==> src/rtl/bdll_pkg.sv <==
package bdll_pkg;

  localparam int Capacity   = 64;
  localparam int SlotBits   = $clog2(Capacity);
  localparam int CountBits  = $clog2(Capacity + 1);
  localparam int ValueWidth = 32;

  typedef logic [SlotBits-1:0]   slot_t;
  typedef logic [CountBits-1:0]  count_t;
  typedef logic [ValueWidth-1:0] value_t;

  // request codes
  typedef enum logic [3:0] {
    OP_INS_FRONT = 4'd0,
    OP_INS_BACK  = 4'd1,
    OP_INS_POS   = 4'd2,
    OP_INS_KEY   = 4'd3,
    OP_DEL_FRONT = 4'd4,
    OP_DEL_BACK  = 4'd5,
    OP_DEL_POS   = 4'd6,
    OP_DEL_KEY   = 4'd7,
    OP_LENGTH    = 4'd8
  } op_t;

  // status codes
  localparam logic [2:0] ST_OK    = 3'd0;
  localparam logic [2:0] ST_EMPTY = 3'd1;
  localparam logic [2:0] ST_FULL  = 3'd2;
  localparam logic [2:0] ST_NOKEY = 3'd3;
  localparam logic [2:0] ST_RANGE = 3'd4;

  // datapath commands
  typedef enum logic [3:0] {
    DC_NONE,
    DC_LOAD,       // latch request, cursor <= first
    DC_RD_CUR,     // read links and value at cursor
    DC_STEP,       // cursor <= next of cursor, step count +1
    DC_RD_PREV,    // read prev link of cursor into aux
    DC_POP,        // pop free slot into new slot
    DC_LINK_NEW,   // write value and links of new slot (before cursor)
    DC_LINK_NBR,   // write next of prev-of-cursor
    DC_LINK_NBR2,  // write prev of cursor, bump count, set first
    DC_UNLINK1,    // write next of prev neighbor
    DC_UNLINK2,    // write prev of next neighbor, count -1, push free
    DC_CUR_NEXT,   // cursor <= next of cursor (no count)
    DC_CUR_AUX     // cursor <= prev link read at cursor
  } dcmd_t;

  typedef struct packed {
    dcmd_t cmd;
    logic  set_first;   // new slot becomes first on link
  } ctl_t;

  typedef struct packed {
    count_t count;
    count_t steps;
    logic   match;       // value at cursor equals key
  } sts_t;

endpackage

==> src/rtl/bounded_doubly_linked_list.sv <==
// Bounded doubly linked list of up to 64 signed 32-bit values held in a
// linked slot memory with a free-slot stack. One item is taken at a time.
// Length reports and requests refused for empty, full or range go from the
// check state straight to the done state; front and back deletes and inserts
// run their unlink or link states without a walk. Positional and key
// requests walk the links through the read, test and advance states for
// each slot, so the walk length sets their time. After reset the free stack
// is swept, during which no item is accepted. A result is held on out_*
// until taken, and the next item is accepted in the cycle after that at
// the earliest.
module bounded_doubly_linked_list
  import bdll_pkg::*;
(
  input  logic        clk,
  input  logic        rst_n,
  input  logic        in_valid,
  output logic        in_stall,
  input  logic [3:0]  in_opcode,
  input  logic signed [31:0] in_value,
  input  logic [6:0]  in_position,
  input  logic signed [31:0] in_key,
  output logic        out_valid,
  input  logic        out_stall,
  output logic [2:0]  out_status,
  output logic signed [31:0] out_removed_value,
  output logic [6:0]  out_length
);

  ctl_t   ctl;
  sts_t   sts;
  value_t rd_value, rem;

  bdll_datapath u_dp (
    .clk(clk), .rst_n(rst_n), .ctl(ctl),
    .req_value(in_value), .req_key(in_key),
    .sts(sts), .rd_value(rd_value)
  );

  bdll_ctrl u_ctrl (
    .clk(clk), .rst_n(rst_n),
    .in_valid(in_valid), .in_stall(in_stall),
    .in_opcode(in_opcode), .in_position(in_position),
    .sts(sts), .rd_value(rd_value), .ctl(ctl),
    .out_valid(out_valid), .out_stall(out_stall),
    .out_status(out_status), .out_removed_value(rem),
    .out_length(out_length)
  );

  assign out_removed_value = rem;

`ifndef SYNTHESIS
  // never more entries than slots
  assert property (@(posedge clk) disable iff (!rst_n)
    sts.count <= count_t'(Capacity))
    else $error("entry count overflow");
  // a result is never offered while an item is still being taken
  assert property (@(posedge clk) disable iff (!rst_n)
    out_valid |-> in_stall)
    else $error("input open while result pending");
  // a non-ok result removes nothing
  assert property (@(posedge clk) disable iff (!rst_n)
    (out_valid && out_status != ST_OK) |-> (out_removed_value == '0))
    else $error("failed request reported a removed value");
`endif

endmodule

==> src/rtl/bdll_datapath.sv <==
module bdll_datapath
  import bdll_pkg::*;
(
  input  logic   clk,
  input  logic   rst_n,
  input  ctl_t   ctl,
  input  value_t req_value,
  input  value_t req_key,
  output sts_t   sts,
  output value_t rd_value
);

  value_t slot_value [Capacity];
  slot_t  next_link  [Capacity];
  slot_t  prev_link  [Capacity];
  slot_t  free_stack [Capacity];

  count_t count_r, free_top_r, steps_r;
  slot_t  first_r, cur_r, aux_r, new_r, cnext_r, cprev_r;
  value_t val_r, key_r, cval_r;
  logic   init_r;
  slot_t  init_idx_r;

  assign sts.count = count_r;
  assign sts.steps = steps_r;
  assign sts.match = (cval_r == key_r);
  assign rd_value  = cval_r;

  // control registers
  always_ff @(posedge clk) begin
    if (!rst_n) begin
      count_r    <= '0;
      free_top_r <= count_t'(Capacity);
      first_r    <= '0;
      steps_r    <= '0;
    end else begin
      unique case (ctl.cmd)
        DC_LOAD: begin
          steps_r <= '0;
        end
        DC_STEP: steps_r <= steps_r + 1'b1;
        DC_POP: free_top_r <= free_top_r - 1'b1;
        DC_LINK_NBR2: begin
          count_r <= count_r + 1'b1;
          if (ctl.set_first || count_r == '0) first_r <= new_r;
        end
        DC_UNLINK2: begin
          count_r    <= count_r - 1'b1;
          free_top_r <= free_top_r + 1'b1;
          if (count_r == count_t'(1)) first_r <= '0;
          else if (cur_r == first_r) first_r <= cnext_r;
        end
        default: ;
      endcase
    end
  end

  // free stack fill tracking
  always_ff @(posedge clk) begin
    if (!rst_n) begin
      init_r     <= 1'b1;
      init_idx_r <= '0;
    end else if (init_r) begin
      init_idx_r <= init_idx_r + 1'b1;
      if (init_idx_r == slot_t'(Capacity - 1)) init_r <= 1'b0;
    end
  end

  // free stack memory, swept after reset
  always_ff @(posedge clk) begin
    if (init_r) begin
      free_stack[init_idx_r] <= slot_t'(Capacity - 1) - init_idx_r;
    end else if (ctl.cmd == DC_UNLINK2) begin
      free_stack[free_top_r[SlotBits-1:0]] <= cur_r;
    end
  end

  // payload and memories
  always_ff @(posedge clk) begin
    unique case (ctl.cmd)
      DC_LOAD: begin
        cur_r <= first_r;
        val_r <= req_value;
        key_r <= req_key;
      end
      DC_RD_CUR: begin
        cnext_r <= next_link[cur_r];
        cprev_r <= prev_link[cur_r];
        cval_r  <= slot_value[cur_r];
      end
      DC_STEP: cur_r <= cnext_r;
      DC_CUR_NEXT: cur_r <= cnext_r;
      DC_CUR_AUX: cur_r <= cprev_r;
      DC_RD_PREV: aux_r <= prev_link[cur_r];
      DC_POP: begin
        new_r <= free_stack[free_top_r[SlotBits-1:0] - 1'b1];
      end
      DC_LINK_NEW: begin
        slot_value[new_r] <= val_r;
        if (count_r == '0) begin
          next_link[new_r] <= new_r;
          prev_link[new_r] <= new_r;
        end else begin
          next_link[new_r] <= cur_r;
          prev_link[new_r] <= aux_r;
        end
      end
      DC_LINK_NBR: begin
        if (count_r != '0) next_link[aux_r] <= new_r;
      end
      DC_LINK_NBR2: begin
        if (count_r != '0) prev_link[cur_r] <= new_r;
      end
      DC_UNLINK1: begin
        if (count_r != count_t'(1)) next_link[cprev_r] <= cnext_r;
      end
      DC_UNLINK2: begin
        if (count_r != count_t'(1)) prev_link[cnext_r] <= cprev_r;
      end
      default: ;
    endcase
  end

endmodule

==> src/rtl/bdll_ctrl.sv <==
module bdll_ctrl
  import bdll_pkg::*;
(
  input  logic       clk,
  input  logic       rst_n,
  input  logic       in_valid,
  output logic       in_stall,
  input  logic [3:0] in_opcode,
  input  logic [6:0] in_position,
  input  sts_t       sts,
  input  value_t     rd_value,
  output ctl_t       ctl,
  output logic       out_valid,
  input  logic       out_stall,
  output logic [2:0] out_status,
  output value_t     out_removed_value,
  output logic [6:0] out_length
);

  typedef enum logic [4:0] {
    S_INIT, S_IDLE, S_CHECK, S_RD, S_TEST, S_ADV,
    S_PREV, S_POP, S_LNEW, S_LNBR, S_LNBR2,
    S_URD, S_UN1, S_UN2, S_DONE, S_OUT
  } state_t;

  state_t     state_r;
  logic [3:0] op_r;
  logic [6:0] pos_r;
  logic       setf_r, del_r, key_r, after_r;
  logic [5:0] init_cnt_r;
  logic [2:0] status_r;
  value_t     rem_r;
  logic [6:0] len_r;
  logic       ovalid_r;

  count_t target;
  assign target = (pos_r == 7'd0) ? '0 : count_t'(pos_r - 7'd1);

  assign in_stall          = (state_r != S_IDLE) || ovalid_r;
  assign out_valid         = ovalid_r;
  assign out_status        = status_r;
  assign out_removed_value = rem_r;
  assign out_length        = len_r;

  // command decode
  always_comb begin
    ctl.set_first = setf_r;
    unique case (state_r)
      S_IDLE:  ctl.cmd = (in_valid && !ovalid_r) ? DC_LOAD : DC_NONE;
      S_RD:    ctl.cmd = DC_RD_CUR;
      S_ADV:   ctl.cmd = DC_STEP;
      S_PREV:  ctl.cmd = DC_RD_PREV;
      S_POP:   ctl.cmd = DC_POP;
      S_LNEW:  ctl.cmd = DC_LINK_NEW;
      S_LNBR:  ctl.cmd = DC_LINK_NBR;
      S_LNBR2: ctl.cmd = DC_LINK_NBR2;
      S_URD:   ctl.cmd = DC_RD_CUR;
      S_UN1:   ctl.cmd = DC_UNLINK1;
      S_UN2:   ctl.cmd = DC_UNLINK2;
      default: ctl.cmd = DC_NONE;
    endcase
    if (state_r == S_TEST && after_r) ctl.cmd = DC_CUR_NEXT;
    if (state_r == S_CHECK && op_r == OP_DEL_BACK) ctl.cmd = DC_RD_CUR;
    if (state_r == S_RD && op_r == OP_DEL_BACK && after_r) ctl.cmd = DC_CUR_AUX;
  end

  // sequencer
  always_ff @(posedge clk) begin
    if (!rst_n) begin
      state_r    <= S_INIT;
      ovalid_r   <= 1'b0;
      init_cnt_r <= '0;
    end else begin
      if (ovalid_r && !out_stall) ovalid_r <= 1'b0;
      unique case (state_r)
        S_INIT: begin
          init_cnt_r <= init_cnt_r + 1'b1;
          if (init_cnt_r == 6'(Capacity - 1)) state_r <= S_IDLE;
        end
        S_IDLE: begin
          if (in_valid && !ovalid_r) begin
            op_r    <= in_opcode;
            pos_r   <= in_position;
            rem_r   <= '0;
            status_r <= ST_OK;
            setf_r  <= 1'b0;
            after_r <= 1'b0;
            state_r <= S_CHECK;
          end
        end
        S_CHECK: begin
          del_r <= (op_r == OP_DEL_FRONT) || (op_r == OP_DEL_BACK) ||
                   (op_r == OP_DEL_POS) || (op_r == OP_DEL_KEY);
          key_r <= (op_r == OP_INS_KEY) || (op_r == OP_DEL_KEY);
          unique case (op_r)
            OP_INS_FRONT, OP_INS_BACK: begin
              if (sts.count == count_t'(Capacity)) begin
                status_r <= ST_FULL;
                state_r  <= S_DONE;
              end else begin
                setf_r  <= (op_r == OP_INS_FRONT);
                state_r <= S_PREV;
              end
            end
            OP_INS_POS: begin
              if (sts.count == count_t'(Capacity)) begin
                status_r <= ST_FULL;
                state_r  <= S_DONE;
              end else if (pos_r == 7'd0 || pos_r > 7'(sts.count) + 7'd1) begin
                status_r <= ST_RANGE;
                state_r  <= S_DONE;
              end else begin
                setf_r  <= (pos_r == 7'd1);
                state_r <= S_RD;
              end
            end
            OP_INS_KEY: begin
              if (sts.count == '0) begin
                status_r <= ST_EMPTY;
                state_r  <= S_DONE;
              end else if (sts.count == count_t'(Capacity)) begin
                status_r <= ST_FULL;
                state_r  <= S_DONE;
              end else state_r <= S_RD;
            end
            OP_DEL_FRONT: begin
              if (sts.count == '0) begin
                status_r <= ST_EMPTY;
                state_r  <= S_DONE;
              end else state_r <= S_URD;
            end
            OP_DEL_BACK: begin
              if (sts.count == '0) begin
                status_r <= ST_EMPTY;
                state_r  <= S_DONE;
              end else begin
                after_r <= 1'b1;
                state_r <= S_RD;
              end
            end
            OP_DEL_POS: begin
              if (sts.count == '0) begin
                status_r <= ST_EMPTY;
                state_r  <= S_DONE;
              end else if (pos_r == 7'd0 || pos_r > 7'(sts.count)) begin
                status_r <= ST_RANGE;
                state_r  <= S_DONE;
              end else state_r <= S_RD;
            end
            OP_DEL_KEY: begin
              if (sts.count == '0) begin
                status_r <= ST_EMPTY;
                state_r  <= S_DONE;
              end else state_r <= S_RD;
            end
            default: state_r <= S_DONE;
          endcase
        end
        S_RD: begin
          // back delete: cursor moved to prev of first
          if (op_r == OP_DEL_BACK) begin
            after_r <= 1'b0;
            state_r <= S_URD;
          end else state_r <= S_TEST;
        end
        S_TEST: begin
          if (after_r) begin
            // cursor now at successor of hit
            state_r <= S_PREV;
          end else if (key_r) begin
            if (sts.match) begin
              if (del_r) state_r <= S_UN1;
              else begin
                after_r <= 1'b1;
              end
            end else if (sts.steps + 1'b1 == sts.count) begin
              status_r <= ST_NOKEY;
              state_r  <= S_DONE;
            end else state_r <= S_ADV;
          end else if (sts.steps == target) begin
            state_r <= del_r ? S_UN1 : S_PREV;
          end else state_r <= S_ADV;
        end
        S_ADV:  state_r <= S_RD;
        S_PREV: state_r <= S_POP;
        S_POP:  state_r <= S_LNEW;
        S_LNEW: state_r <= S_LNBR;
        S_LNBR: state_r <= S_LNBR2;
        S_LNBR2: state_r <= S_DONE;
        S_URD:  state_r <= S_UN1;
        S_UN1: begin
          rem_r   <= rd_value;
          state_r <= S_UN2;
        end
        S_UN2:  state_r <= S_DONE;
        S_DONE: state_r <= S_OUT;
        S_OUT: begin
          len_r    <= 7'(sts.count);
          ovalid_r <= 1'b1;
          state_r  <= S_IDLE;
        end
        default: state_r <= S_IDLE;
      endcase
    end
  end

endmodule

==> config.mk <==
export PLATFORM = sky130hd
export DESIGN_NAME = bounded_doubly_linked_list
export DESIGN_NICKNAME = d
export VERILOG_FILES = /design/src/rtl/bdll_pkg.sv /design/src/rtl/bounded_doubly_linked_list.sv /design/src/rtl/bdll_datapath.sv /design/src/rtl/bdll_ctrl.sv
export SDC_FILE = /design/constraint.sdc
export NUM_CORES = 2
export LEC_CHECK = 0
export ABC_CLOCK_PERIOD_IN_PS = 7400
export BUFFER_PORTS_ARGS = -buffer_cell sky130_fd_sc_hd__buf_2
export CAP_MARGIN = 20
export CORE_UTILIZATION = 60
export DETAILED_ROUTE_END_ITERATION = 16
export PLACE_DENSITY = 0.73
export SYNTH_ARGS = -nofsm -noshare
export SYNTH_HDL_FRONTEND = slang
export SYNTH_SLANG_ARGS = --single-unit
==> constraint.sdc <==
create_clock -name clk -period 7.4 [get_ports clk]
set_input_delay 1.48 -clock clk [delete_from_list [all_inputs] [get_ports clk]]
set_output_delay 1.48 -clock clk [all_outputs]
set_load 0.01 [all_outputs]
* Word level (Yosys, flattened, before mapping) *
Memories as Yosys holds them, arrays and structs flattened. A register that Yosys moved wholly into a read port is not among the register bits.
Index checks and enable logic that the tools add are counted.
Widths: inputs -> output; s select.

cells by class
  div/mod/pow operators = 0
  equality and inequality tests = 65
  bitwise operators = 2
  multipliers = 0
  shift-type cells = 0
  mux-type cells = 110
  add/subtract/negate cells = 10
  reductions and logical operators = 50
  order comparisons = 2

operators with widths
  operator             number
  $mux 6               16
  $pmux 5 s14          1
  $pmux 32 s2          1
  $mux 5               10
  $mux 1               44
  $mux 4               11
  $pmux 7 s2           3
  $eq 5x4->1 const B   8
  $pmux 4 s10          1
  $mux 3               13
  $eq 32x32->1         1
  $eq 4x3->1 const B   8
  $mux 32              1
  $pmux 5 s6           1
  $reduce_or 6->1      5
  $add 7x1->7 const B  3
  $sub 7x1->7 const B  3
  $eq 4x4->1 const B   5
  $eq 5x3->1 const B   4
  $pmux 6 s3           1
  $eq 4x2->1 const B   4
  $ne 3x3->1 const B   5
  $pmux 3 s5           1
  $eq 7x1->1 const B   2
  42 further kinds     87

storage, ports and cells
  bits in read-only memories = 0
  register bits = 185
  RAM bits = 3200
  output and inout port bits = 44
  memories = 4
  latch bits = 0

memory list
  memory           depth  bits a word  rd ports  clocked after Yosys merged registers in  write ports  line                 RTL
  u_dp.slot_value  64     32           1         1                                        1            bdll_datapath.sv:13  value_t slot_value [Capacity];
  u_dp.free_stack  64     6            1         1                                        1            bdll_datapath.sv:16  slot_t free_stack [Capacity];
  u_dp.next_link   64     6            1         1                                        1            bdll_datapath.sv:14  slot_t next_link [Capacity];
  u_dp.prev_link   64     6            1         1                                        1            bdll_datapath.sv:15  slot_t prev_link [Capacity];

* Longest topological paths before layout *
  depth in word-level cells = 13
  gate-level depth with buffers = 15

* Modules after synthesis *
A second synthesis with hierarchy kept.

second synthesis, totals
  cells, all modules = 6261
  area total of the unflattened synthesis = 134748.0 µm²

by module, submodules not included
  module         area each (µm²)  instances  cells an instance
  bdll_datapath  130493.9         1          5836
  bdll_ctrl      4254.1           1          425

* Least setup slack after synthesis *
OpenSTA, ideal clock, no wires.

  path kind = in2reg
  from = input in_valid
  to = memory u_dp.prev_link[0][0] (netlist name), data pin
  data required time = 6698 ps
  arrival time = 5377 ps
  cell stages on the path = 8
  slack = 1321 ps
  buffers on the path = 3
  cell sequence = nor2b_1 nor2_1 o311ai_1 nor3_2 buf_6 buf_2 clkbuf_1 o21ai_0

on the way
  cells in the longest elaborated chain, start to end = 12
  elaborated cells on any way between the ends = 20

RTL lines
  item                                                 line                                        RTL
  start, declared                                      bounded_doubly_linked_list.sv:16            input logic in_valid,
  $logic_and 1x1->1 *                                  bdll_ctrl.sv:49                             S_IDLE: ctl.cmd = (in_valid && !ovalid_r) ? DC_LOAD : DC_NONE;
  $mux 1 *                                             bdll_ctrl.sv:49
  $pmux 4 s10 *                                        bdll_ctrl.sv:48                             unique case (state_r)
  $mux 4 *                                             bdll_ctrl.sv:62                             if (state_r == S_TEST && after_r) ctl.cmd = DC_CUR_NEXT;
  $mux 4 *                                             bdll_ctrl.sv:63                             if (state_r == S_CHECK && op_r == OP_DEL_BACK) ctl.cmd = DC_RD_CUR;
  $mux 4 *                                             bdll_ctrl.sv:64                             if (state_r == S_RD && op_r == OP_DEL_BACK && after_r) ctl.cmd = DC_CUR_AUX;
  $eq 4x4->1 or $eq 4x3->1 (tied branches)             bdll_datapath.sv:80                         unique case (ctl.cmd)
  $mux 1                                               bdll_datapath.sv:80
  $mux 1, on equally long branches                     bdll_datapath.sv:112, bdll_datapath.sv:105
  $reduce_or 6->1 (no line) or $mux 6 (tied branches)  -
  $mux 6 (no line)                                     -
  $mux 6 (no line) *                                   -
  end, declared                                        bdll_datapath.sv:15

Mark *: on every way between the ends. The rest lies on a longest branch, timed or not.

* Worst setup path in the final report *
  from = register u_ctrl.state_r[1]
  to = memory u_dp.prev_link[15][1] (netlist name), enable pin

on the way
  cells in the longest elaborated chain, start to end = 12
  elaborated cells on any way between the ends = 40

RTL lines
  item                                                     line                                                              RTL
  start, declared                                          bdll_ctrl.sv:26                                                   state_t state_r;
  start signal, assigned                                   bdll_ctrl.sv:70                                                   state_r <= S_INIT;
  start signal, assigned                                   bdll_ctrl.sv:78                                                   if (init_cnt_r == 6'(Capacity - 1)) state_r <= S_IDLE;
  start signal, assigned                                   bdll_ctrl.sv:88                                                   state_r <= S_CHECK;
  $eq 5x4->1 or $eq 5x2->1 (tied branches)                 bdll_ctrl.sv:48, bdll_ctrl.sv:64
  $reduce_or 2->1 (no line)                                -
  $pmux 4 s10                                              bdll_ctrl.sv:48
  $mux 4                                                   bdll_ctrl.sv:62
  $mux 4                                                   bdll_ctrl.sv:63
  $mux 4 *                                                 bdll_ctrl.sv:64
  $eq 4x4->1 or $eq 4x3->1 (tied branches)                 bdll_datapath.sv:80
  $mux 1                                                   bdll_datapath.sv:80
  $mux 1, on equally long branches                         bdll_datapath.sv:112, bdll_datapath.sv:102, bdll_datapath.sv:105
  $reduce_or 6->1 (no line) or $or 1x1->1 (tied branches)  -
  $mux 6 (no line) or $mux 1 (tied branches) (2 in a row)  -

Marked as above.

==> flow_metrics.env <==
export IMPL_layout_worst_path_cycle_share_pct=67.1
export IMPL_grt_start_max_net_pins=135
export IMPL_synth_seq_area_share_pct=76.7
export IMPL_min_period_ns=4.96
export IMPL_fin_worst_skew_ns=0.0604
export IMPL_number_of_port_buffers=122
export IMPL_synth_area_per_cell_um2=23.0
export IMPL_ant_nets=0
export IMPL_synthCells=5819
export IMPL_setup_total_negative_slack_ns=0
export IMPL_core_region_area_mm2=0.221
export IMPL_min_delay_path_class="register to register"
export IMPL_worst_endpoint_required_ns=7.97
export IMPL_tritoncts="yes"
export IMPL_final_hold_viol_count=0
export IMPL_dp_final_hpwl_um=179000
export IMPL_yosysUniqueCellTypes=90
export IMPL_worstSetupEndpointType="register"
export IMPL_num_vias=63900
export IMPL_row_count=172
export IMPL_cts_buffers_inserted=348
export IMPL_post_cts_resize_count=0
export IMPL_grt_overflow=0
export IMPL_outcome="finished, final reports clean"
export IMPL_final_nets=6266
export IMPL_crit_chain="inv_2 -> nand2_1 -> o311ai_1 -> nor3_4 -> buf_4 -> buf_4 -> a221o_1 -> nand3b_1 -> nor2_1"
export IMPL_place_congestion=0.833
export IMPL_wire_length_of_the_first_global_routing_pass_um=460000
export IMPL_synth_area_top_cells="sky130_fd_sc_hd__edfxtp_1 (76%), sky130_fd_sc_hd__mux4_2 (18%), sky130_fd_sc_hd__nor2_1 (0.86%)"
export IMPL_maximum_capacitance_violations=0
export IMPL_stdcell_count=9383
export IMPL_timing_critical_path_arrival_ns=5.53
export IMPL_hold_buffers=0
export IMPL_grt_setup_unrepaired="false"
export IMPL_postSynthNetCount=5927
export IMPL_timing_final_ws_setup_ns=2.44
export IMPL_routed_wire_length_per_instance_um=33.8
export IMPL_floorplan_io_pins=123
export IMPL_setup_viol=0
export IMPL_power_static_leakage_nw=46.2
export IMPL_most_used_cell_cp="sky130_fd_sc_hd__buf_4"
export IMPL_irDropWorstVdd_mv=0.248
export IMPL_timing_critical_path_fanout_max=21
export IMPL_max_freq_ghz=0.201
export IMPL_grt_usage_pct=28.8
export IMPL_areaGrowthSynthToFinish_pct=12.0
export IMPL_antenna_found_initial=27
export IMPL_cts_htree_levels=5
export IMPL_power_per_cell_area_mw_per_mm2=254
export IMPL_slew_headroom_pct=26.4
export IMPL_finalInstanceArea_mm2=0.150
export IMPL_clock_tree_buffer_depth=4
export IMPL_crit_slowest_cell="sky130_fd_sc_hd__dfxtp_1"
export IMPL_post_synth_top_area_fraction_pct=76.0
export IMPL_grt_pass1_vias=65100
export IMPL_setup_buffers_after_cts=0
export IMPL_synthesis_yosys_warnings=0
export IMPL_criticalPathCategory="register to register"
export IMPL_die_h_um=474
export IMPL_detail_route_first_pass_iterations=7
export IMPL_synth_seq_cells=3433
export IMPL_synth_top_area_cell="sky130_fd_sc_hd__edfxtp_1"
export IMPL_ffs_w_async_s_r_synth_pct=0
export IMPL_worst_setup_path_start_kind="register"
export IMPL_final_max_slew_viol_count=0
export IMPL_dominantRegCellSynth="sky130_fd_sc_hd__edfxtp_1"
export IMPL_drc_errors=0
export IMPL_cts_root_buffer="sky130_fd_sc_hd__clkbuf_16"
export IMPL_clock_sinks=3433
export IMPL_place_worst_setup_slack_ns=1.98
export IMPL_commonest_non_fill_non_tap_cell_in_the_layout="sky130_fd_sc_hd__edfxtp_1"
export IMPL_initial_utilization_pct=60.6
export IMPL_critical_path_max_stage_delay_ns=0.83
export IMPL_post_dp_cell_area_mm2=0.139
export IMPL_first_iter_violations=8029
export IMPL_vias_per_cell=6.81
export IMPL_detail_route_wirelength_um=317000
export IMPL_die_x_um=474
export IMPL_clkLatencyLatePin_ns=0.97
export IMPL_layout_common_cells="sky130_fd_sc_hd__edfxtp_1 (3,383), sky130_fd_sc_hd__mux4_2 (1,050), sky130_fd_sc_hd__clkbuf_16 (352), sky130_fd_sc_hd__nor2_1 (243), sky130_fd_sc_hd__buf_4 (161)"
export IMPL_synth_edf_count=3383
export IMPL_dieArea_mm2=0.225
export IMPL_post_synth_design_cell_area_mm2=0.134
export IMPL_fin_worst_hold_slack_ns=0.532
export IMPL_timing_worst_slew_pin_value_ns=1.10
export IMPL_drive_above_1_share_pct=30.8
export IMPL_dpl_cell_count=8763
export IMPL_cts_reportedPaths_clkPinSlew_ns=0.06
## cell families after synthesis
logic type | share of synthesized area [%]
flip-flops | 76.7
AND/OR/NAND/NOR | 2.33
multiplexers | 18.1
buffers and inverters | 1.03
AO/OA/AOI/OAI | 1.02
XOR/XNOR | 0.504
adder cells (fa/ha/maj) | 0.277
## worst paths after layout
path                                             to                         startpoint  cells after the start  slack [ns]
setup / recovery    u_dp.prev_link[15][1]$_DFFE_PP_     u_ctrl.state_r[1]$_SDFFE_PN0P_                      9        2.44
hold / removal    u_ctrl.init_cnt_r[5]$_SDFFE_PN0P_  u_ctrl.init_cnt_r[5]$_SDFFE_PN0P_                      2        0.53
setup reg to reg    u_dp.prev_link[15][1]$_DFFE_PP_     u_ctrl.state_r[1]$_SDFFE_PN0P_                      9        2.44
hold reg to reg   u_ctrl.init_cnt_r[5]$_SDFFE_PN0P_  u_ctrl.init_cnt_r[5]$_SDFFE_PN0P_                      2        0.53
## report_power, final
group / internal (W) / switching (W) / leakage, nW / total [W]
Sequential: 0.0211 / 0.00000778 / 30.8 / 0.0211
Combinational: 0.0000296 / 0.0000763 / 10.1 / 0.000106
Clock: 0.00962 / 0.00718 / 5.22 / 0.0168
Total: 0.0307 / 0.00727 / 46.2 / 0.0380
## sequential cells by signal, summed over array words and instances, names as in the netlist, 32 cells and up, named ones only
signal                    cells
u_dp.next_link              384
u_dp.val_r                   32
u_dp.rd_value                32
u_dp.slot_value            2048
u_dp.key_r                   32
u_ctrl.out_removed_value     32
u_dp.prev_link              384
u_dp.free_stack             384
## layer usage
metal | share of wire [%] | track usage, %
met4 | 3.5 | 10.2
met3 | 9.6 | 5.49
met2 | 49 | 45.8
met1 | 38 | 40.5
met5 | 0.035 | 0
## worst max-delay path, delay by kind of cell, from the launching register on
family          cells  cell delay [ns]
compound gates      2             0.52
buf+inv             3             0.80
simple gates        4             2.44
flops               1             0.83
## synth_stat cells (all sizes together) (9+ instances only)
master  instances
edfxtp       3383
mux4         1050
nor2          309
clkbuf        188
buf           119
nand2          90
nand3          51
and2           50
dfxtp          50
a21oi          48
xor2           46
o21ai          39
xnor2          31
mux2           29
ha             28
nor2b          26
inv            24
mux2i          23
nor3           22
nand2b         16
nand3b         15
or3            15
nor4           13
a211oi         12
a21boi         12
nand4           9
## per-stage QoR
| step | power, W | utilization, % |
|---|---|---|
| 2_1_floorplan | 0.0215 | - |
| 3_3_place_gp | 0.0216 | 63.0 |
| 3_5_place_dp | 0.0216 | 63.0 |
| 4_1_cts | 0.0382 | 67.9 |
| 5_1_grt | 0.0389 | 67.9 |
| 6_report | 0.0380 | 67.9 |
## area by class of cell
cell class / instances / area [um2]
inverters: 24 / 92.6
clock buffers: 417 / 9050
diodes: 6 / 15.0
repair buffers: 296 / 2060
clock inverters: 194 / 1680
multi-input cells: 2055 / 30500
fillers: 13000 / 70800
well taps: 2958 / 3700
flip-flops and latches: 3433 / 103000
(Power assumes the default switching activity.)
